`src/sv/pra_pkg.sv`:
```
// Package with shared constants, codes and controller/datapath types for the page run allocator.
package pra_pkg;

  localparam int PAGES_DEFAULT      = 128;
  localparam int PAGE_BYTES_DEFAULT = 4096;

  localparam int AddrW   = 32;
  localparam int SizeW   = 20;
  localparam int CountW  = 8;
  localparam int StatusW = 2;
  localparam int CfgIdxW = 1;

  localparam logic [CfgIdxW-1:0] CFG_BASE   = 1'b0;
  localparam logic [CfgIdxW-1:0] CFG_PCOUNT = 1'b1;

  localparam logic [CountW-1:0] PCOUNT_RESET = 8'd128;

  localparam logic [1:0] CODE_FREE = 2'd0;
  localparam logic [1:0] CODE_END  = 2'd1;
  localparam logic [1:0] CODE_CONT = 2'd2;

  localparam logic [StatusW-1:0] ST_ALLOC = 2'd0;
  localparam logic [StatusW-1:0] ST_OOM   = 2'd1;
  localparam logic [StatusW-1:0] ST_FREED = 2'd2;
  localparam logic [StatusW-1:0] ST_BAD   = 2'd3;

  localparam logic REQ_ALLOC = 1'b0;
  localparam logic REQ_FREE  = 1'b1;

  typedef struct packed {
    logic               cap;
    logic               cand_step;
    logic               ptr_cand;
    logic               ptr_idx;
    logic               ptr_inc;
    logic               mem_we;
    logic               we_mark;
    logic               res_set;
    logic [StatusW-1:0] res_status;
    logic               out_load;
  } pra_cmd_t;

  typedef struct packed {
    logic fit;
    logic rd_free;
    logic rd_cont;
    logic ptr_last;
    logic ptr_max;
    logic free_bad;
    logic req_free;
  } pra_sts_t;

endpackage

```
`src/sv/pra_ifs.sv`:
```
// Valid/ready channel interfaces for request and response beats.
interface pra_req_if import pra_pkg::*; ();
  logic             valid;
  logic             ready;
  logic             req_type;
  logic [SizeW-1:0] req_size;
  logic [AddrW-1:0] free_address;

  modport source (output valid, output req_type, output req_size, output free_address,
                  input ready);
  modport sink (input valid, input req_type, input req_size, input free_address,
                output ready);
endinterface

interface pra_rsp_if import pra_pkg::*; ();
  logic               valid;
  logic               ready;
  logic [AddrW-1:0]   run_address;
  logic [StatusW-1:0] status;

  modport source (output valid, output run_address, output status, input ready);
  modport sink (input valid, input run_address, input status, output ready);
endinterface

```
`src/sv/pra_datapath.sv`:
```
// Datapath: configuration registers, page map memory, scan pointers and result registers.
module pra_datapath import pra_pkg::*; #(
  parameter int PAGES      = PAGES_DEFAULT,
  parameter int PAGE_BYTES = PAGE_BYTES_DEFAULT
) (
  input  logic                clk_i,
  input  logic                rst_ni,
  input  pra_cmd_t            cmd_i,
  output pra_sts_t            sts_o,
  input  logic                cfg_we_i,
  input  logic [CfgIdxW-1:0]  cfg_idx_i,
  input  logic [AddrW-1:0]    cfg_wdata_i,
  input  logic                req_type_i,
  input  logic [SizeW-1:0]    req_size_i,
  input  logic [AddrW-1:0]    free_address_i,
  output logic [AddrW-1:0]    run_address_o,
  output logic [StatusW-1:0]  status_o
);

  localparam int PageShift = $clog2(PAGE_BYTES);
  localparam int IdxW      = $clog2(PAGES);
  localparam int CntW      = $clog2(PAGES + 1);
  localparam int SegW      = SizeW + 1 - PageShift;
  localparam int SumW      = ((SegW > CntW) ? SegW : CntW) + 1;
  localparam int OffW      = AddrW - PageShift;

  logic [AddrW-1:0]   base_q;
  logic [CountW-1:0]  pcount_q;
  logic [IdxW-1:0]    ptr_q, ptr_d;
  logic               req_free_q;
  logic [SegW-1:0]    seg_q;
  logic [AddrW-1:0]   faddr_q;
  logic [CntW-1:0]    cand_q;
  logic [1:0]         rd_q;
  logic [AddrW-1:0]   res_addr_q;
  logic [StatusW-1:0] res_status_q;
  logic [AddrW-1:0]   out_addr_q;
  logic [StatusW-1:0] out_status_q;
  logic [1:0]         map_q [PAGES];

  logic [15:0]        pc_w;
  logic [CntW-1:0]    act;
  logic [SegW-1:0]    seg_raw, seg_in;
  logic [SumW-1:0]    run_end;
  logic [AddrW:0]     diff;
  logic [OffW-1:0]    page_off;
  logic               ptr_last;
  logic [1:0]         wcode;

  assign pc_w    = 16'(pcount_q);
  assign act     = (pc_w > 16'(PAGES)) ? CntW'(PAGES) : CntW'(pcount_q);
  assign seg_raw = SegW'(req_size_i[SizeW-1:PageShift]) + SegW'(|req_size_i[PageShift-1:0]);
  assign seg_in  = (seg_raw == '0) ? SegW'(1) : seg_raw;
  assign run_end = SumW'(cand_q) + SumW'(seg_q);
  assign diff    = {1'b0, faddr_q} - {1'b0, base_q};
  assign page_off = diff[AddrW-1:PageShift];
  assign ptr_last = (SumW'(ptr_q) + SumW'(1)) == run_end;
  assign wcode   = cmd_i.we_mark ? (ptr_last ? CODE_END : CODE_CONT) : CODE_FREE;

  assign sts_o.fit      = run_end <= SumW'(act);
  assign sts_o.rd_free  = rd_q == CODE_FREE;
  assign sts_o.rd_cont  = rd_q == CODE_CONT;
  assign sts_o.ptr_last = ptr_last;
  assign sts_o.ptr_max  = ptr_q == IdxW'(PAGES - 1);
  assign sts_o.free_bad = diff[AddrW] || (page_off >= OffW'(act));
  assign sts_o.req_free = req_free_q;

  always_comb begin
    ptr_d = ptr_q;
    if (cmd_i.ptr_cand) begin
      ptr_d = cand_q[IdxW-1:0];
    end else if (cmd_i.ptr_idx) begin
      ptr_d = page_off[IdxW-1:0];
    end else if (cmd_i.ptr_inc) begin
      ptr_d = ptr_q + IdxW'(1);
    end
  end

  always_ff @(posedge clk_i or negedge rst_ni) begin
    if (!rst_ni) begin
      base_q   <= '0;
      pcount_q <= PCOUNT_RESET;
      ptr_q    <= '0;
    end else begin
      ptr_q <= ptr_d;
      if (cfg_we_i) begin
        case (cfg_idx_i)
          CFG_BASE:   base_q   <= cfg_wdata_i;
          CFG_PCOUNT: pcount_q <= cfg_wdata_i[CountW-1:0];
          default: ;
        endcase
      end
    end
  end

  always_ff @(posedge clk_i) begin
    if (cmd_i.cap) begin
      req_free_q <= req_type_i;
      seg_q      <= seg_in;
      faddr_q    <= free_address_i;
      cand_q     <= '0;
    end else if (cmd_i.cand_step) begin
      cand_q <= CntW'(run_end);
    end
    if (cmd_i.res_set) begin
      res_status_q <= cmd_i.res_status;
      res_addr_q   <= (cmd_i.res_status == ST_ALLOC) ?
                      base_q + (AddrW'(cand_q) << PageShift) : '0;
    end
    if (cmd_i.out_load) begin
      out_addr_q   <= res_addr_q;
      out_status_q <= res_status_q;
    end
  end

  always_ff @(posedge clk_i) begin
    if (cmd_i.mem_we) begin
      map_q[ptr_q] <= wcode;
    end
    rd_q <= map_q[ptr_q];
  end

  assign run_address_o = out_addr_q;
  assign status_o      = out_status_q;

`ifndef SYNTHESIS
  a_ptr_range: assert property (@(posedge clk_i) disable iff (!rst_ni)
    32'(ptr_q) < PAGES)
    else $error("page pointer beyond map depth");
  a_mark_in_run: assert property (@(posedge clk_i) disable iff (!rst_ni)
    (cmd_i.mem_we && cmd_i.we_mark) |-> (SumW'(ptr_q) < run_end && sts_o.fit))
    else $error("run mark outside the candidate run");
`endif

endmodule

```
`src/sv/pra_ctrl.sv`:
```
// Controller state machine that sequences clearing, allocation scans, frees and response beats.
module pra_ctrl import pra_pkg::*; (
  input  logic     clk_i,
  input  logic     rst_ni,
  input  logic     in_valid_i,
  output logic     in_ready_o,
  output logic     out_valid_o,
  input  logic     out_ready_i,
  input  pra_sts_t sts_i,
  output pra_cmd_t cmd_o
);

  localparam logic [3:0] S_CLEAR = 4'd0;
  localparam logic [3:0] S_IDLE  = 4'd1;
  localparam logic [3:0] S_DISP  = 4'd2;
  localparam logic [3:0] S_CAND  = 4'd3;
  localparam logic [3:0] S_RD    = 4'd4;
  localparam logic [3:0] S_CHK   = 4'd5;
  localparam logic [3:0] S_MARK  = 4'd6;
  localparam logic [3:0] S_FCHK  = 4'd7;
  localparam logic [3:0] S_FRD   = 4'd8;
  localparam logic [3:0] S_FWR   = 4'd9;
  localparam logic [3:0] S_RESP  = 4'd10;

  logic [3:0] state_q, state_d;
  logic       out_valid_q, out_valid_d;

  assign in_ready_o  = state_q == S_IDLE;
  assign out_valid_o = out_valid_q;

  always_comb begin
    state_d     = state_q;
    cmd_o       = '0;
    out_valid_d = out_valid_q && !out_ready_i;
    case (state_q)
      S_CLEAR: begin
        cmd_o.mem_we = 1'b1;
        if (sts_i.ptr_max) begin
          state_d = S_IDLE;
        end else begin
          cmd_o.ptr_inc = 1'b1;
        end
      end
      S_IDLE: begin
        if (in_valid_i) begin
          cmd_o.cap = 1'b1;
          state_d   = S_DISP;
        end
      end
      S_DISP: begin
        state_d = (sts_i.req_free == REQ_FREE) ? S_FCHK : S_CAND;
      end
      S_CAND: begin
        if (sts_i.fit) begin
          cmd_o.ptr_cand = 1'b1;
          state_d        = S_RD;
        end else begin
          cmd_o.res_set    = 1'b1;
          cmd_o.res_status = ST_OOM;
          state_d          = S_RESP;
        end
      end
      S_RD: begin
        state_d = S_CHK;
      end
      S_CHK: begin
        if (!sts_i.rd_free) begin
          cmd_o.cand_step = 1'b1;
          state_d         = S_CAND;
        end else if (sts_i.ptr_last) begin
          cmd_o.ptr_cand = 1'b1;
          state_d        = S_MARK;
        end else begin
          cmd_o.ptr_inc = 1'b1;
          state_d       = S_RD;
        end
      end
      S_MARK: begin
        cmd_o.mem_we  = 1'b1;
        cmd_o.we_mark = 1'b1;
        if (sts_i.ptr_last) begin
          cmd_o.res_set    = 1'b1;
          cmd_o.res_status = ST_ALLOC;
          state_d          = S_RESP;
        end else begin
          cmd_o.ptr_inc = 1'b1;
        end
      end
      S_FCHK: begin
        if (sts_i.free_bad) begin
          cmd_o.res_set    = 1'b1;
          cmd_o.res_status = ST_BAD;
          state_d          = S_RESP;
        end else begin
          cmd_o.ptr_idx = 1'b1;
          state_d       = S_FRD;
        end
      end
      S_FRD: begin
        state_d = S_FWR;
      end
      S_FWR: begin
        cmd_o.mem_we = 1'b1;
        if (sts_i.rd_cont && !sts_i.ptr_max) begin
          cmd_o.ptr_inc = 1'b1;
          state_d       = S_FRD;
        end else begin
          cmd_o.res_set    = 1'b1;
          cmd_o.res_status = ST_FREED;
          state_d          = S_RESP;
        end
      end
      S_RESP: begin
        if (!out_valid_q || out_ready_i) begin
          cmd_o.out_load = 1'b1;
          out_valid_d    = 1'b1;
          state_d        = S_IDLE;
        end
      end
      default: begin
        state_d = S_IDLE;
      end
    endcase
  end

  always_ff @(posedge clk_i or negedge rst_ni) begin
    if (!rst_ni) begin
      state_q     <= S_CLEAR;
      out_valid_q <= 1'b0;
    end else begin
      state_q     <= state_d;
      out_valid_q <= out_valid_d;
    end
  end

`ifndef SYNTHESIS
  a_mark_fits: assert property (@(posedge clk_i) disable iff (!rst_ni)
    (state_q == S_MARK) |-> sts_i.fit)
    else $error("marking a run that does not fit the active pages");
  a_beat_from_resp: assert property (@(posedge clk_i) disable iff (!rst_ni)
    $rose(out_valid_q) |-> ($past(state_q) == S_RESP))
    else $error("response beat raised outside the response state");
  a_free_walk: assert property (@(posedge clk_i) disable iff (!rst_ni)
    (state_q == S_FWR) |-> ($past(state_q) == S_FRD))
    else $error("map cleared without a preceding read");
  a_one_result: assert property (@(posedge clk_i) disable iff (!rst_ni)
    cmd_o.res_set |=> (state_q == S_RESP))
    else $error("result set without moving to the response state");
`endif

endmodule

```
`src/sv/page_run_allocator.sv`:
```
// Top level of the page run allocator: request and response channels, configuration port.
// After reset the block clears its page map one page a cycle and takes no request until
// that pass is done; configuration writes are taken throughout. An allocate request tries
// start pages in turn, examines the map entries of each candidate run and marks the pages
// of the run that it finds; a free clears the map entries of its run, and a rejected free
// writes no entry. The single page map memory is addressed by one pointer and gives one
// registered read each cycle, with a write to the same entry when enabled.
// One request is in work at a time; a new request is taken while the previous response beat
// still waits at the output. PAGE_BYTES must be a power of two.
module page_run_allocator import pra_pkg::*; #(
  parameter int PAGES      = PAGES_DEFAULT,
  parameter int PAGE_BYTES = PAGE_BYTES_DEFAULT
) (
  input  logic               clk_i,
  input  logic               rst_ni,
  pra_req_if.sink            req_i,
  pra_rsp_if.source          rsp_o,
  input  logic               cfg_we_i,
  input  logic [CfgIdxW-1:0] cfg_idx_i,
  input  logic [AddrW-1:0]   cfg_wdata_i
);

  pra_cmd_t cmd;
  pra_sts_t sts;

  pra_ctrl u_ctrl (
    .clk_i       (clk_i),
    .rst_ni      (rst_ni),
    .in_valid_i  (req_i.valid),
    .in_ready_o  (req_i.ready),
    .out_valid_o (rsp_o.valid),
    .out_ready_i (rsp_o.ready),
    .sts_i       (sts),
    .cmd_o       (cmd)
  );

  pra_datapath #(
    .PAGES      (PAGES),
    .PAGE_BYTES (PAGE_BYTES)
  ) u_datapath (
    .clk_i          (clk_i),
    .rst_ni         (rst_ni),
    .cmd_i          (cmd),
    .sts_o          (sts),
    .cfg_we_i       (cfg_we_i),
    .cfg_idx_i      (cfg_idx_i),
    .cfg_wdata_i    (cfg_wdata_i),
    .req_type_i     (req_i.req_type),
    .req_size_i     (req_i.req_size),
    .free_address_i (req_i.free_address),
    .run_address_o  (rsp_o.run_address),
    .status_o       (rsp_o.status)
  );

endmodule
```
`src/flat_wrapper.sv`:
```
// flat-port wrapper written by rule: the top's interface ports become plain ports
module page_run_allocator_flat import pra_pkg::*;
#(
  parameter int PAGES      = PAGES_DEFAULT,
  parameter int PAGE_BYTES = PAGE_BYTES_DEFAULT
)
  (clk_i, rst_ni, cfg_we_i, cfg_idx_i, cfg_wdata_i, req_i_valid, req_i_req_type, req_i_req_size, req_i_free_address, req_i_ready, rsp_o_valid, rsp_o_run_address, rsp_o_status, rsp_o_ready);
  pra_req_if req_i_i ();
  pra_rsp_if rsp_o_i ();
  input  logic clk_i;
  input  logic rst_ni;
  input  logic cfg_we_i;
  input  logic [CfgIdxW-1:0] cfg_idx_i;
  input  logic [AddrW-1:0] cfg_wdata_i;
  input wire logic [$bits(req_i_i.valid)-1:0] req_i_valid;
  input wire logic [$bits(req_i_i.req_type)-1:0] req_i_req_type;
  input wire logic [$bits(req_i_i.req_size)-1:0] req_i_req_size;
  input wire logic [$bits(req_i_i.free_address)-1:0] req_i_free_address;
  output wire logic [$bits(req_i_i.ready)-1:0] req_i_ready;
  output wire logic [$bits(rsp_o_i.valid)-1:0] rsp_o_valid;
  output wire logic [$bits(rsp_o_i.run_address)-1:0] rsp_o_run_address;
  output wire logic [$bits(rsp_o_i.status)-1:0] rsp_o_status;
  input wire logic [$bits(rsp_o_i.ready)-1:0] rsp_o_ready;
  assign req_i_i.valid = req_i_valid;
  assign req_i_i.req_type = req_i_req_type;
  assign req_i_i.req_size = req_i_req_size;
  assign req_i_i.free_address = req_i_free_address;
  assign req_i_ready = req_i_i.ready;
  assign rsp_o_valid = rsp_o_i.valid;
  assign rsp_o_run_address = rsp_o_i.run_address;
  assign rsp_o_status = rsp_o_i.status;
  assign rsp_o_i.ready = rsp_o_ready;
  page_run_allocator #(.PAGES(PAGES), .PAGE_BYTES(PAGE_BYTES)) u_core (.clk_i(clk_i), .rst_ni(rst_ni), .req_i(req_i_i), .rsp_o(rsp_o_i), .cfg_we_i(cfg_we_i), .cfg_idx_i(cfg_idx_i), .cfg_wdata_i(cfg_wdata_i));
endmodule
```
`config.mk`:
```
export PLATFORM = sky130hd
export DESIGN_NAME = page_run_allocator_flat
export DESIGN_NICKNAME = d
export VERILOG_FILES = /design/src/sv/pra_pkg.sv /design/src/sv/pra_ifs.sv /design/src/sv/pra_datapath.sv /design/src/sv/pra_ctrl.sv /design/src/sv/page_run_allocator.sv /design/src/flat_wrapper.sv
export SDC_FILE = /design/constraint.sdc
export NUM_CORES = 1
export LEC_CHECK = 0
export BUFFER_PORTS_ARGS = -buffer_cell sky130_fd_sc_hd__buf_2
export CORE_MARGIN = 3
export CORE_UTILIZATION = 26
export CTS_CLUSTER_DIAMETER = 100
export DETAILED_ROUTE_END_ITERATION = 10
export GPL_TIMING_DRIVEN = 0
export SLEW_MARGIN = 25
export SYNTH_ARGS = -nofsm -noshare
export SYNTH_HDL_FRONTEND = slang
export SYNTH_SLANG_ARGS = --single-unit
```
`constraint.sdc`:
```
create_clock -name clk_i -period 7.35 [get_ports clk_i]
set_clock_uncertainty 0.05 [all_clocks]
set_input_delay 0.3675 -clock clk_i [delete_from_list [all_inputs] [get_ports clk_i]]
set_output_delay 0.3675 -clock clk_i [all_outputs]
set_load 0.02 [all_outputs]
```
==> results of run 1 <==
-- per-stage QoR --
| stage | utilization (%) | worst slack [ns] | area (sq um) |
|---|---|---|---|
| 2_1_floorplan | - | 1.03 | 20000 |
| 3_3_place_gp | 28.9 | -2.47 | 22000 |
| 3_5_place_dp | 29.2 | 1.63 | 22200 |
| 4_1_cts | 31.9 | 1.61 | 24300 |
| 5_1_grt | 31.9 | 1.15 | 24300 |
| 6_report | 31.9 | 1.61 | 24300 |
-- power breakdown --
group / total [mW] / switching [mW] / internal [mW]
clock network: 2.29 / 0.974 / 1.31
logic: 3.06 / 1.96 / 1.10
registers: 2.99 / 0.113 / 2.88
-- layer usage --
layer,GRT usage [%],up-vias
li1,-,6705
met5,0,-
met1,18.0,7202
met4,4.21,0
met2,23.8,608
met3,2.43,103
-- cell usage after synthesis (8+ instances only) --
cell type  count
nor2b_1       14
a211o_1        8
o21ai_0       78
dfrtp_1       51
nor4_1        10
nor3_1        28
a211oi_1      11
a22o_1        18
and2_1        13
edfxtp_1     366
mux2_2        10
dfxtp_1       10
a221oi_1      17
xor2_1        15
o21a_1        12
a22oi_1       99
xnor2_1       32
mux2i_1       10
o21ai_1       10
nand3_1       34
and3_1        14
nor3_2        20
nand2_1      114
clkbuf_1      64
inv_1         55
a21oi_1       53
nor2_1       196
buf_2         11
ha_1          66
nand4_1       53
a21o_1        12
o211ai_1      14
-- worst max-delay path by stage --
stage,from,endpoint
3_5_place_dp,u_core.u_datapath.base_q[8]$_DFFE_PN0P_,u_core.u_datapath.res_addr_q[10]$_SDFFCE_PP0P_
3_3_place_gp,u_core.u_datapath.seg_q[0]$_SDFFCE_PN1P_,u_core.u_datapath.map_q[36][0]$_DFFE_PP_
6_report,u_core.u_datapath.base_q[8]$_DFFE_PN0P_,u_core.u_datapath.res_addr_q[8]$_SDFFCE_PP0P_
4_1_cts,u_core.u_datapath.base_q[8]$_DFFE_PN0P_,u_core.u_datapath.res_addr_q[10]$_SDFFCE_PP0P_
2_1_floorplan,u_core.u_datapath.seg_q[0]$_SDFFCE_PN1P_,u_core.u_datapath.map_q[0][0]$_DFFE_PP_
5_1_grt,u_core.u_datapath.base_q[8]$_DFFE_PN0P_,u_core.u_datapath.res_addr_q[10]$_SDFFCE_PP0P_
-- area by class of cell --
cell class / count / area (sq um) / share of cell area (%)
Tap cell: 1030 / 1290 / 5.31
Clock inverter: 30 / 328 / 1.35
Multi-Input combinational cell: 1062 / 6990 / 28.8
Timing Repair Buffer: 195 / 1440 / 5.92
Inverter: 55 / 211 / 0.871
Sequential cell: 428 / 12500 / 51.5
Clock buffer: 52 / 1150 / 4.75
Buffer: 86 / 378 / 1.56
-- layout by cell type (no fill, tap or decap), types with 12 or more instances in the layout --
cell type / netlist / layout
buf_2: 11 / 136
xor2_1: 15 / 15
nand3_1: 34 / 34
inv_1: 55 / 54
and3_1: 14 / 14
clkbuf_1: 64 / 70
nor3_2: 20 / 21
nor2b_1: 14 / 14
nor3_1: 28 / 27
nand2_1: 114 / 114
ha_1: 66 / 66
a22o_1: 18 / 18
a21o_1: 12 / 12
dlygate4sd3_1: 0 / 61
xnor2_1: 32 / 32
a21oi_1: 53 / 52
dfrtp_1: 51 / 51
o211ai_1: 14 / 14
nor2_1: 196 / 195
nand4_1: 53 / 53
edfxtp_1: 366 / 366
a22oi_1: 99 / 99
and2_1: 13 / 13
o21a_1: 12 / 12
clkbuf_16: 0 / 45
a221oi_1: 17 / 17
o21ai_0: 78 / 77
-- worst min-delay path: cells and delay by family --
| kind | cells | cell delay [ns] |
|---|---|---|
| AO/OA/AOI/OAI | 1 | 0.09 |
| buffers and inverters | 1 | 0.08 |
| AND/OR/NAND/NOR | 1 | 0.08 |
-- sequential cells by signal (all words and copies together) (netlist names) --
name / count
u_core.u_datapath.map_q: 256
u_core.u_datapath.run_address_o: 32
u_core.u_datapath.faddr_q: 32
u_core.u_datapath.base_q: 32
u_core.u_datapath.seg_q: 9
u_core.u_datapath.req_free_q: 1
u_core.u_datapath.pcount_q: 8
u_core.u_datapath.status_o: 2
u_core.u_datapath.res_addr_q: 32
u_core.u_datapath.ptr_q: 7
u_core.u_datapath.cand_q: 8
u_core.u_ctrl.state_q: 4
u_core.u_ctrl.out_valid_o: 1
u_core.u_datapath.rd_q: 2
u_core.u_datapath.res_status_q: 2
-- kinds of logic (layout without fill, tap and decap cells) --
logic type,count (synthesis),after routing,synth area share (%)
and+or+nand+nor,539,539,13.4
AOI/OAI and AO/OA,384,384,13.4
buffers and inverters,141,418,2.90
DFF,428,428,62.4
xor gates and xnor gates,49,49,2.28
muxes,22,22,1.29
adders and majority gates,68,68,4.32
-- timing repair --
item | CTS | global route
gates resized for setup | 0 | 0
hold buffers | 61 | 0
hold endpoints to repair | 116 | 0
==> results.txt, run 1 <==
----------------------------------------------------
[Clock tree]
  H-tree depth reported by CTS ... 2
  Total clock buffers created by CTS ... 45
  CTS tree ... done
  Clock edge transition at the registers on the reported setup and hold paths ... approximately 0.060 ns
  Clock insertion delay at the later pin of the skew report ... 0.59 ns
  Deepest clock path buffer count ... 3
  Clock sink count ... 428
  Root Buffer ... clkbuf_16
  Number of buffers added for setup after CTS ... 0

[Worst setup path]
  Series of cell instances along the critical path ... inv_1 > ha_1 > a21oi_1 > o211ai_1 > a21oi_1 > nor2_1 > nor2_1 > nor2_1 > nor2_1 > xnor2_1 > ha_1 > a21oi_1 > nor2b_1 > o21ai_0 > nand4_1 > a2111oi_2 > nand4_1 > nor4_4 > a21o_1 > o21ai_4 > buf_16
  Logic depth of the worst path, buffers included ... 21
  Category of the worst setup path capture point ... flip-flop
  Number of cells on the worst reg-to-reg path ... 21
  Slowest CP cell ... nor4_4
  Crit Reg-Reg Startpoint ... u_core.u_datapath.base_q[8]$_DFFE_PN0P_
  Buffers & Inverters on Critical Path ... 2
  Highest cell delay on the worst timing path ... 0.62 ns
  Classification of the worst setup path ... reg -> reg
  Kind of start point of the critical path ... flip-flop
  Reg2Reg Setup Slack ... 1.61 ns
  Family with the most delay on the worst path ... compound AO/OA/AOI/OAI gates
  Worst r2r dst ... u_core.u_datapath.res_addr_q[8]$_SDFFCE_PP0P_
  Arrival time worst endpoint ... slightly above 6 ns
  Maximum fanout count along the critical path ... 16
  Most frequent CP cell ... nor2_1
  Required arrival time at the worst endpoint ... approximately 7.6 ns

[Drt]
  WL met2 ... around 28,000 um
  Average wire per standard cell ... 19.5 um
  Mean number of vias per cell ... 4.98
  Detailed router's first-iteration violation count ... 1,224
  Met1 routed wirelength after detailed routing ... 24,000 um
  Number of detailed-routing iterations run before antenna repair ... 5
  Via Count ... 14.6k
  Wirelength, routed ... 57,300 um
  DRC viols ... 0
  Top sig layer ... met4
  Total length of routed met3 wires ... 4040 um
  Number of nets with antenna violations after routing ... 0

[Floorplanning]
  Total Die Area ... 0.0804 sq mm
  Core ar. ... 0.0761 sq mm
  Initial standard-cell utilization of the core ... 26.3%
  I/O pin count ... 127
  Die span in y ... 284 um
  Count of standard-cell rows ... 101
  Chip width ... roughly 280 um

[Synth]
  Post-synthesis net count ... 1,790
  Share of the synthesized area in the top cell type ... 54.9%
  Post-synth ARST share ... 12.1%
  Average size of a mapped cell ... 12.3 sq um
  Leading register cell type out of synthesis ... edfxtp_1
  Post-synthesis cell count ... 1,631
  Flops & latches, synth ... 428
  Count of flip-flops with a built-in enable after synthesis ... 366
  Yosys cell types ... 85
  Largest cells by area after synthesis ... edfxtp_1 (55%), dfrtp_1 (6.4%), ha_1 (4.1%)
  Fraction of the yosys area taken by sequential cells ... 62.4%
  Netlist Area Pre-Place ... between 0.02 and 0.025 sq mm
  Cell accounting for the most synthesized area ... edfxtp_1
  Yosys warning total ... 0

[Global routing]
  Vias in the first global route ... 14.7k
  Initial antenna violation count ... 1
  Pin count of the biggest net entering global routing ... 105
  GRT Residual Overflow ... 0
  Overall Global Routing Usage ... 13.9%
  Global-route wire length before repair ... between 80,000 and 90,000 um

[Pwr]
  Static power due to leakage ... 8.03 nW
  Cell area power density ... 343 mW/mm^2
  Total design power ... about 8.3 mW
  Highest ir drop seen on vdd ... 0.000192 V

[Worst hold path]
  Hold-critical path depth ... 3
  Hold Crit Endpoint ... u_core.u_datapath.base_q[17]$_DFFE_PN0P_
  Launch point of the worst hold path ... cfg_wdata_i[17]
  Type of the most critical hold path ... in -> reg

[Final layout]
  Layout cells sized above 1 ... 14.8%
  Final nets ... 2,032
  Diodes inserted ... 0
  Layout filler cell count ... around 7.6k
  Layout-stage area growth over the synthesis result ... 21.2%
  Final Non-Filler Cells ... between 2k and 3k

[STA]
  Post-route setup TNS ... 0 ns
  Worst hold-check slack ... 0.0318 ns
  Final min period ... 5.74 ns
  Unrepaired setup endpoints after global routing ... no
  Final hold vios ... 0
  Fmax achieved ... around 170 MHz
  Count of pins over their slew limit ... 0
  Final clock period utilization by the worst path ... about four fifths
  Normalized max-slew margin ... between 20% and 30%
  Setup-violating endpoint count in the final report ... 0
  Transition time of the tightest slew-check pin ... 1.09 ns

[Placed design]
  Number of I/O port buffers ... 126
  HPWL Detailed ... roughly 40,000 um
  Placer's final routability congestion estimate ... 0.874
  Placed cells ... 2,795

[Status]
  Status ... finished, final reports clean

[Run]
  Max-cap violations ... 0

----------------------------------------------------
(Power assumes the default switching activity.)
==> inputs of run 2 (changes only) <==
clock period = 4.7 ns   (was 7.35 ns; I/O delays follow)
==> results.txt, run 2 (synthesized netlist as in run 1, its figures left out) <==
----------------------------------------------------
[Status]
  Status ... finished, violations left (was finished, final reports clean)
  Violations in the final reports ... setup timing

[Floorplanning]
  Total Die Area ... 0.0804 sq mm (unchanged)
  Count of standard-cell rows ... 101 (unchanged)
  Chip width ... 284 um (unchanged)
  Core ar. ... 0.0761 sq mm (unchanged)
  Initial standard-cell utilization of the core ... 26.3% (unchanged)
  I/O pin count ... 127 (unchanged)
  Die span in y ... 284 um (unchanged)

[Drt]
  Total length of routed met3 wires ... 3770 um (was 4040 um)
  Met1 routed wirelength after detailed routing ... 24,400 um (was 24,000 um)
  Number of nets with antenna violations after routing ... 0 (unchanged)
  Mean number of vias per cell ... 4.99 (was 4.98)
  Number of detailed-routing iterations run before antenna repair ... 5 (unchanged)
  Wirelength, routed ... 58,400 um (was 57,300 um)
  Via Count ... 14.9k (was 14.6k)
  Average wire per standard cell ... 19.6 um (was 19.5 um)
  Top sig layer ... met4 (unchanged)
  Detailed router's first-iteration violation count ... 1,322 (was 1,224)
  WL met2 ... 28,700 um (was 27,800 um)
  DRC viols ... 0 (unchanged)

[Worst setup path]
  Reg2Reg Setup Slack ... -0.005 ns (was 1.61 ns)
  Highest cell delay on the worst timing path ... 0.44 ns (was 0.62 ns)
  Classification of the worst setup path ... reg -> reg (unchanged)
  Maximum fanout count along the critical path ... 10 (was 16)
  Category of the worst setup path capture point ... flip-flop (unchanged)
  Arrival time worst endpoint ... 5.08 ns (was 6.03 ns)
  Series of cell instances along the critical path ... ha_4 > nor2_1 > nor4_4 > nand2_1 > a21oi_1 > nor2_2 > xor2_2 > ha_1 > nor3b_1 > o21ai_1 > a21oi_2 > nand4_1 > a2111oi_2 > nand4_1 > nor4_4 > buf_4 > buf_4 > nand3_2 > a21o_1 > buf_12 > buf_12 > nor3_4 (was inv_1 > ha_1 > a21oi_1 > o211ai_1 > a21oi_1 > nor2_1 > nor2_1 > nor2_1 > nor2_1 > xnor2_1 > ha_1 > a21oi_1 > nor2b_1 > o21ai_0 > nand4_1 > a2111oi_2 > nand4_1 > nor4_4 > a21o_1 > o21ai_4 > buf_16)
  Kind of start point of the critical path ... flip-flop (unchanged)
  Slowest CP cell ... edfxtp_1 (was nor4_4)
  Required arrival time at the worst endpoint ... 5.07 ns (was 7.63 ns)

[Global routing]
  Initial antenna violation count ... 1 (unchanged)
  Vias in the first global route ... 15.1k (was 14.7k)
  GRT Residual Overflow ... 0 (unchanged)
  Global-route wire length before repair ... 89,300 um (was 88,000 um)
  Overall Global Routing Usage ... 14.1% (was 13.9%)
  Pin count of the biggest net entering global routing ... 109 (was 105)

[Final layout]
  Final Non-Filler Cells ... 2,975 (was 2,938)
  Flip-flop count of the largest register, all copies and words added ... 256 (unchanged)
  Layout filler cell count ... 7,548 (was 7,569)
  Layout cells sized above 1 ... 18.5% (was 14.8%)
  Reg area ... 0.0125 sq mm (unchanged)
  Register with the most flip-flops ... u_core.u_datapath.map_q (unchanged)
  Total area of multi-input combinational cells ... 0.00731 sq mm (was 0.00699 sq mm)
  Finished Cell Area ... 0.0251 sq mm (was 0.0243 sq mm)
  Most common cell after layout, fill and taps aside ... edfxtp_1 (unchanged)
  Diodes inserted ... 0 (unchanged)
  Post-layout util ... 32.9% (was 31.9%)
  Final nets ... 2,068 (was 2,032)
  Commonest cells after routing, fill and taps aside ... edfxtp_1 (366), nor2_1 (189), buf_2 (136) (was edfxtp_1 (366), nor2_1 (195), buf_2 (136))
  Layout-stage area growth over the synthesis result ... 25.1% (was 21.2%)

[Clock tree]
  Root Buffer ... clkbuf_16 (unchanged)
  Deepest clock path buffer count ... 3 (unchanged)
  H-tree depth reported by CTS ... 2 (unchanged)
  Clock sink count ... 428 (unchanged)
  CTS tree ... done (unchanged)
  Total clock buffers created by CTS ... 47 (was 45)
  Clock edge transition at the registers on the reported setup and hold paths ... 0.06 ns (about the same)
  Clock insertion delay at the later pin of the skew report ... 0.60 ns (was 0.59 ns)

[Placed design]
  Placement Cell Area ... 0.0222 sq mm (about the same)
  Number of I/O port buffers ... 126 (unchanged)
  Placer's final routability congestion estimate ... 0.891 (was 0.874)
  Placed cells ... 2,794 (was 2,795)
  HPWL Detailed ... 40,200 um (was 40,500 um)

[STA]
  Transition time of the tightest slew-check pin ... 1.07 ns (was 1.09 ns)
  Final min period ... 4.71 ns (was 5.74 ns)
  Normalized max-slew margin ... 28.7% (was 26.9%)
  Fmax achieved ... 213 MHz (was 174 MHz)
  Count of pins over their slew limit ... 0 (unchanged)
  Unrepaired setup endpoints after global routing ... yes (was no)
  Final hold vios ... 0 (unchanged)
  Setup-violating endpoint count in the final report ... 1 (was 0)
  Worst-case setup margin in the final layout ... -0.00510 ns (was 1.61 ns)
  Final clock period utilization by the worst path ... 100% (was 78.2%)

[Pwr]
  Switching power ... 4.92 mW (was 3.05 mW)
  Switch share ... 36.1% (was 36.5%)
  Cell area power density ... 545 mW/mm^2 (was 343 mW/mm^2)
  Highest ir drop seen on vdd ... 0.000386 V (was 0.000192 V)
  Clock power share ... 28.3% (was 27.4%)
  Static power due to leakage ... 8.34 nW (was 8.03 nW)
  Combinational power share ... 37.3% (was 36.7%)
  Total design power ... 13.7 mW (was 8.34 mW)
  Internal power ... 8.73 mW (was 5.29 mW)
  Register share of total power ... 34.3% (was 35.9%)

[Run]
  Max-cap violations ... 0 (unchanged)

[Worst hold path]
  Type of the most critical hold path ... in -> reg (unchanged)

----------------------------------------------------
run 2: metrics by stage:
step / setup TNS, ns / hold slack (ns) / worst slack (ns)
floorplan: 0 / -0.111 / 0.106
global placement: -377.29 / 0.353 / -1.47
detailed placement: -64.47 / 0.303 / -1.13
CTS: 0 / 0.0385 / 0.00107
global route: -10.29 / 0.0576 / -0.289
finish: -0.00510 / 0.0533 / -0.00510
run 2: repair_timing:
item,4_1_cts,5_1_grt
gates cloned,0,1
buffers inserted,15,8
gates resized for setup,43,39
setup endpoints to repair,86,96
pin swaps,13,10
hold endpoints to repair,134,0
hold buffers,73,0
run 2: final timing paths:
path / start / to / depth (start not counted)
worst max register to register: u_core.u_datapath.faddr_q[5]$_DFFE_PP_ / u_core.u_datapath.res_addr_q[13]$_SDFFCE_PP0P_ / 22
worst min-delay path: req_i_req_size[12] / u_core.u_datapath.seg_q[0]$_SDFFCE_PN1P_ / 3
max in group asynchronous: rst_ni / u_core.u_datapath.base_q[0]$_DFFE_PN0P_ / 2
worst min register to register: u_core.u_datapath.res_addr_q[10]$_SDFFCE_PP0P_ / u_core.u_datapath.run_address_o[10]$_DFFE_PP_ / 0
worst max-delay path: u_core.u_datapath.faddr_q[5]$_DFFE_PP_ / u_core.u_datapath.res_addr_q[13]$_SDFFCE_PP0P_ / 22
min in group asynchronous: rst_ni / u_core.u_datapath.base_q[29]$_DFFE_PN0P_ / 2
run 2: per-layer routing:
layer | vias up | GRT usage [%]
met3 | 94 | 2.22
met4 | 0 | 4.33
li1 | 6767 | -
met2 | 566 | 24.3
met1 | 7431 | 18.1
met5 | - | 0
run 2: cell type report:
cell class,count,area share (%)
Inverter,55,0.844
Clock inverter,28,1.63
Tap cell,1030,5.14
Buffer,86,1.66
Multi-Input combinational cell,1062,29.1
Clock buffer,57,4.84
Timing Repair Buffer,229,6.88
Sequential cell,428,49.8
run 2: critical path, delay by kind of cell (launching register included):
kind            cells  cell delay (ns)
xor+xnor            1             0.19
flops               1             0.44
compound gates      5             0.99
simple gates       10             1.64
buf+inv             4             0.60
fa+ha+maj           2             0.65
run 2: power groups by stage:
stage | Clock, mW | Combinational (mW) | Sequential, mW
floorplan | 0 | 3.17 | 4.69
global placement | 0 | 4.55 | 4.77
detailed placement | 0 | 4.65 | 4.76
CTS | 3.94 | 4.91 | 4.69
global route | 4.08 | 5.53 | 4.71
finish | 3.87 | 5.09 | 4.69
==> inputs of run 3 (changes only) <==
clock period = 5.3 ns   (was 4.7 ns; I/O delays follow)
==> results.txt, run 3 (synthesized netlist as in run 1, its figures left out) <==
----------------------------------------------------
[Worst setup path]
  Category of the worst setup path capture point ... flip-flop (unchanged)
  Maximum fanout count along the critical path ... 10 (unchanged)
  Family with the most delay on the worst path ... compound AO/OA/AOI/OAI gates (was simple AND/OR/NAND/NOR gates)
  First element of the critical path ... u_core.u_datapath.base_q[4]$_DFFE_PN0P_ (was u_core.u_datapath.faddr_q[5]$_DFFE_PP_)
  Number of cells on the worst reg-to-reg path ... 23 (was 22)
  Classification of the worst setup path ... reg -> reg (unchanged)
  Crit Reg-Reg Startpoint ... u_core.u_datapath.base_q[4]$_DFFE_PN0P_ (was u_core.u_datapath.faddr_q[5]$_DFFE_PP_)
  Buffers & Inverters on Critical Path ... 4 (unchanged)
  Most frequent CP cell ... nand4_1
  Slowest CP cell ... nor4_4 (was edfxtp_1)
  Series of cell instances along the critical path ... inv_2 > ha_1 > a211oi_2 > nor2_1 > a211o_1 > a41oi_2 > o21a_1 > o221ai_1 > xor2_1 > ha_1 > nand4_1 > nor2_1 > a21oi_2 > nand4_1 > a2111oi_2 > nand4_1 > nor4_4 > buf_4 > nand3_2 > a21o_1 > buf_6 > buf_6 > nor3_2 (was ha_4 > nor2_1 > nor4_4 > nand2_1 > a21oi_1 > nor2_2 > xor2_2 > ha_1 > nor3b_1 > o21ai_1 > a21oi_2 > nand4_1 > a2111oi_2 > nand4_1 > nor4_4 > buf_4 > buf_4 > nand3_2 > a21o_1 > buf_12 > buf_12 > nor3_4)
  Required arrival time at the worst endpoint ... 5.65 ns (was 5.07 ns)
  Reg2Reg Setup Slack ... 0.18 ns (was -0.005 ns)
  Worst r2r dst ... u_core.u_datapath.res_addr_q[15]$_SDFFCE_PP0P_ (was u_core.u_datapath.res_addr_q[13]$_SDFFCE_PP0P_)
  Highest cell delay on the worst timing path ... 0.43 ns (was 0.44 ns)
  Arrival time worst endpoint ... 5.47 ns (was 5.08 ns)
  Kind of start point of the critical path ... flip-flop (unchanged)

[Global routing]
  Initial antenna violation count ... 1 (unchanged)
  GRT Residual Overflow ... 0 (unchanged)
  Overall Global Routing Usage ... 14.2% (was 14.1%)
  Vias in the first global route ... 15.1k (about the same)
  Pin count of the biggest net entering global routing ... 111 (was 109)
  Global-route wire length before repair ... 89,600 um (was 89,300 um)

[Drt]
  Detailed router's first-iteration violation count ... 1,189 (was 1,322)
  Wirelength, routed ... 58,800 um (was 58,400 um)
  Number of nets with antenna violations after routing ... 0 (unchanged)
  Via Count ... 14.6k (was 14.9k)
  Mean number of vias per cell ... 4.94 (was 4.99)
  Average wire per standard cell ... 19.8 um (was 19.6 um)
  DRC viols ... 0 (unchanged)
  Number of detailed-routing iterations run before antenna repair ... 6 (was 5)

[STA]
  Final hold vios ... 0 (unchanged)
  Worst-case setup margin in the final layout ... 0.182 ns (was -0.00510 ns)
  Setup-violating endpoint count in the final report ... 0 (was 1)
  Normalized max-slew margin ... 34.0% (was 28.7%)
  Fmax achieved ... 195 MHz (was 213 MHz)
  Post-route setup TNS ... 0 ns (was -0.00510 ns)
  Final min period ... 5.12 ns (was 4.71 ns)
  Count of pins over their slew limit ... 0 (unchanged)
  Final clock period utilization by the worst path ... 96.6% (was 100%)
  Transition time of the tightest slew-check pin ... 0.987 ns (was 1.07 ns)

[Placed design]
  Post-placement setup slack ... -0.514 ns (was -1.13 ns)
  HPWL Detailed ... 40,900 um (was 40,200 um)
  Placed cells ... 2,795 (was 2,794)
  Placer's final routability congestion estimate ... 0.890 (was 0.891)
  Number of I/O port buffers ... 126 (unchanged)

[Floorplanning]
  Chip width ... 284 um (unchanged)
  Initial standard-cell utilization of the core ... 26.3% (unchanged)
  I/O pin count ... 127 (unchanged)
  Count of standard-cell rows ... 101 (unchanged)
  Total Die Area ... 0.0804 sq mm (unchanged)
  Die span in y ... 284 um (unchanged)
  Core ar. ... 0.0761 sq mm (unchanged)

[Final layout]
  Flip-flop count of the largest register, all copies and words added ... 256 (unchanged)
  Layout-stage area growth over the synthesis result ... 23.0% (was 25.1%)
  Final nets ... 2,055 (was 2,068)
  Most common cell after layout, fill and taps aside ... edfxtp_1 (unchanged)
  Final Non-Filler Cells ... 2,964 (was 2,975)
  Register with the most flip-flops ... u_core.u_datapath.map_q (unchanged)
  Layout cells sized above 1 ... 16.3% (was 18.5%)
  Commonest cells after routing, fill and taps aside ... edfxtp_1 (366), nor2_1 (193), buf_2 (136) (was edfxtp_1 (366), nor2_1 (189), buf_2 (136))
  Reg area ... 0.0125 sq mm (unchanged)
  Layout filler cell count ... 7,586 (was 7,548)
  Total area of multi-input combinational cells ... 0.00715 sq mm (was 0.00731 sq mm)
  Post-layout util ... 32.4% (was 32.9%)
  Diodes inserted ... 0 (unchanged)

[Worst hold path]
  Type of the most critical hold path ... in -> reg (unchanged)
  Hold-critical path depth ... 2 (was 3)
  Launch point of the worst hold path ... req_i_req_size[16] (was req_i_req_size[12])
  Hold Crit Endpoint ... u_core.u_datapath.seg_q[4]$_SDFFCE_PN0P_ (was u_core.u_datapath.seg_q[0]$_SDFFCE_PN1P_)

[Clock tree]
  Clock sink count ... 428 (unchanged)
  CTS tree ... done (unchanged)
  Total clock buffers created by CTS ... 46 (was 47)
  Root Buffer ... clkbuf_16 (unchanged)
  Clock insertion delay at the later pin of the skew report ... 0.59 ns (was 0.60 ns)
  H-tree depth reported by CTS ... 2 (unchanged)
  Deepest clock path buffer count ... 3 (unchanged)
  Clock edge transition at the registers on the reported setup and hold paths ... 0.06 ns (about the same)

[Pwr]
  Static power due to leakage ... 8.16 nW (was 8.34 nW)
  Cell area power density ... 474 mW/mm^2 (was 545 mW/mm^2)
  Highest ir drop seen on vdd ... 0.000252 V (was 0.000386 V)

[Run]
  Max-cap violations ... 0 (unchanged)

[Status]
  Status ... finished, final reports clean (was finished, violations left)

----------------------------------------------------
==> run 3: cell types whose count changed in the layout (fill, tap and decap cells not counted), sizes merged <==
cell / delta
buf: -12
bufinv: -5
clkbuf: +3
clkinv: +6
clkinvlp: -1
dlygate4sd3: -1
inv: -1
==> run 3: through the flow <==
stage	instance area (sq um)	total power, mW	hold WS, ns
2_1_floorplan	20000	6.97	-0.0806
3_3_place_gp	22000	8.29	0.353
3_5_place_dp	22200	8.36	0.330
4_1_cts	24400	11.5	0.0137
5_1_grt	24600	12.3	0.0307
6_report	24600	11.7	0.0339
==> run 3: metal layers <==
| layer | vias to the layer above | wire, um | GRT usage (%) | share of wire [%] |
|---|---|---|---|---|
| li1 | 6754 | - | - | - |
| met4 | 0 | 1400 | 4.36 | 2.4 |
| met1 | 7277 | 24400 | 17.7 | 42 |
| met3 | 106 | 3500 | 2.58 | 5.9 |
| met5 | - | 0 | 0 | 0 |
| met2 | 507 | 29500 | 25.0 | 50 |
==> run 3: repair_timing <==
action | CTS | global route
endpoints found under the setup margin | 71 | 70
pin swaps | 1 | 8
gates resized for setup | 2 | 31
hold endpoints to repair | 132 | 0
setup buffers | 2 | 9
hold buffers | 72 | 0
==> run 3: area by class of cell <==
class / instances / area share [%]
Sequential cell: 428 / 50.7
Inverter: 55 / 0.859
Multi-Input combinational cell: 1062 / 29.0
Buffer: 86 / 1.53
Clock buffer: 59 / 4.95
Tap cell: 1030 / 5.23
Timing Repair Buffer: 217 / 6.66
Clock inverter: 27 / 0.996
==> run 3: worst max-delay path by stage <==
| stage | slack [ns] | endpoint | cells past startpoint |
|---|---|---|---|
| after global routing | -0.08 | u_core.u_datapath.res_addr_q[15]$_SDFFCE_PP0P_ | 24 |
| after floorplan | 0.27 | u_core.u_datapath.res_addr_q[0]$_SDFFCE_PP0P_ | 19 |
| after global placement | -1.90 | u_core.u_datapath.map_q[36][0]$_DFFE_PP_ | 9 |
| final | 0.18 | u_core.u_datapath.res_addr_q[15]$_SDFFCE_PP0P_ | 23 |
| after detailed placement | -0.51 | u_core.u_datapath.res_addr_q[2]$_SDFFCE_PP0P_ | 21 |
| after CTS | 0.01 | u_core.u_datapath.res_addr_q[15]$_SDFFCE_PP0P_ | 24 |
==> run 3: power by group <==
group	internal [mW]	switching (mW)	total [mW]
clock	1.78	1.35	3.13
sequential	4.00	0.164	4.16
combinational	1.59	2.78	4.37
total	7.37	4.29	11.7
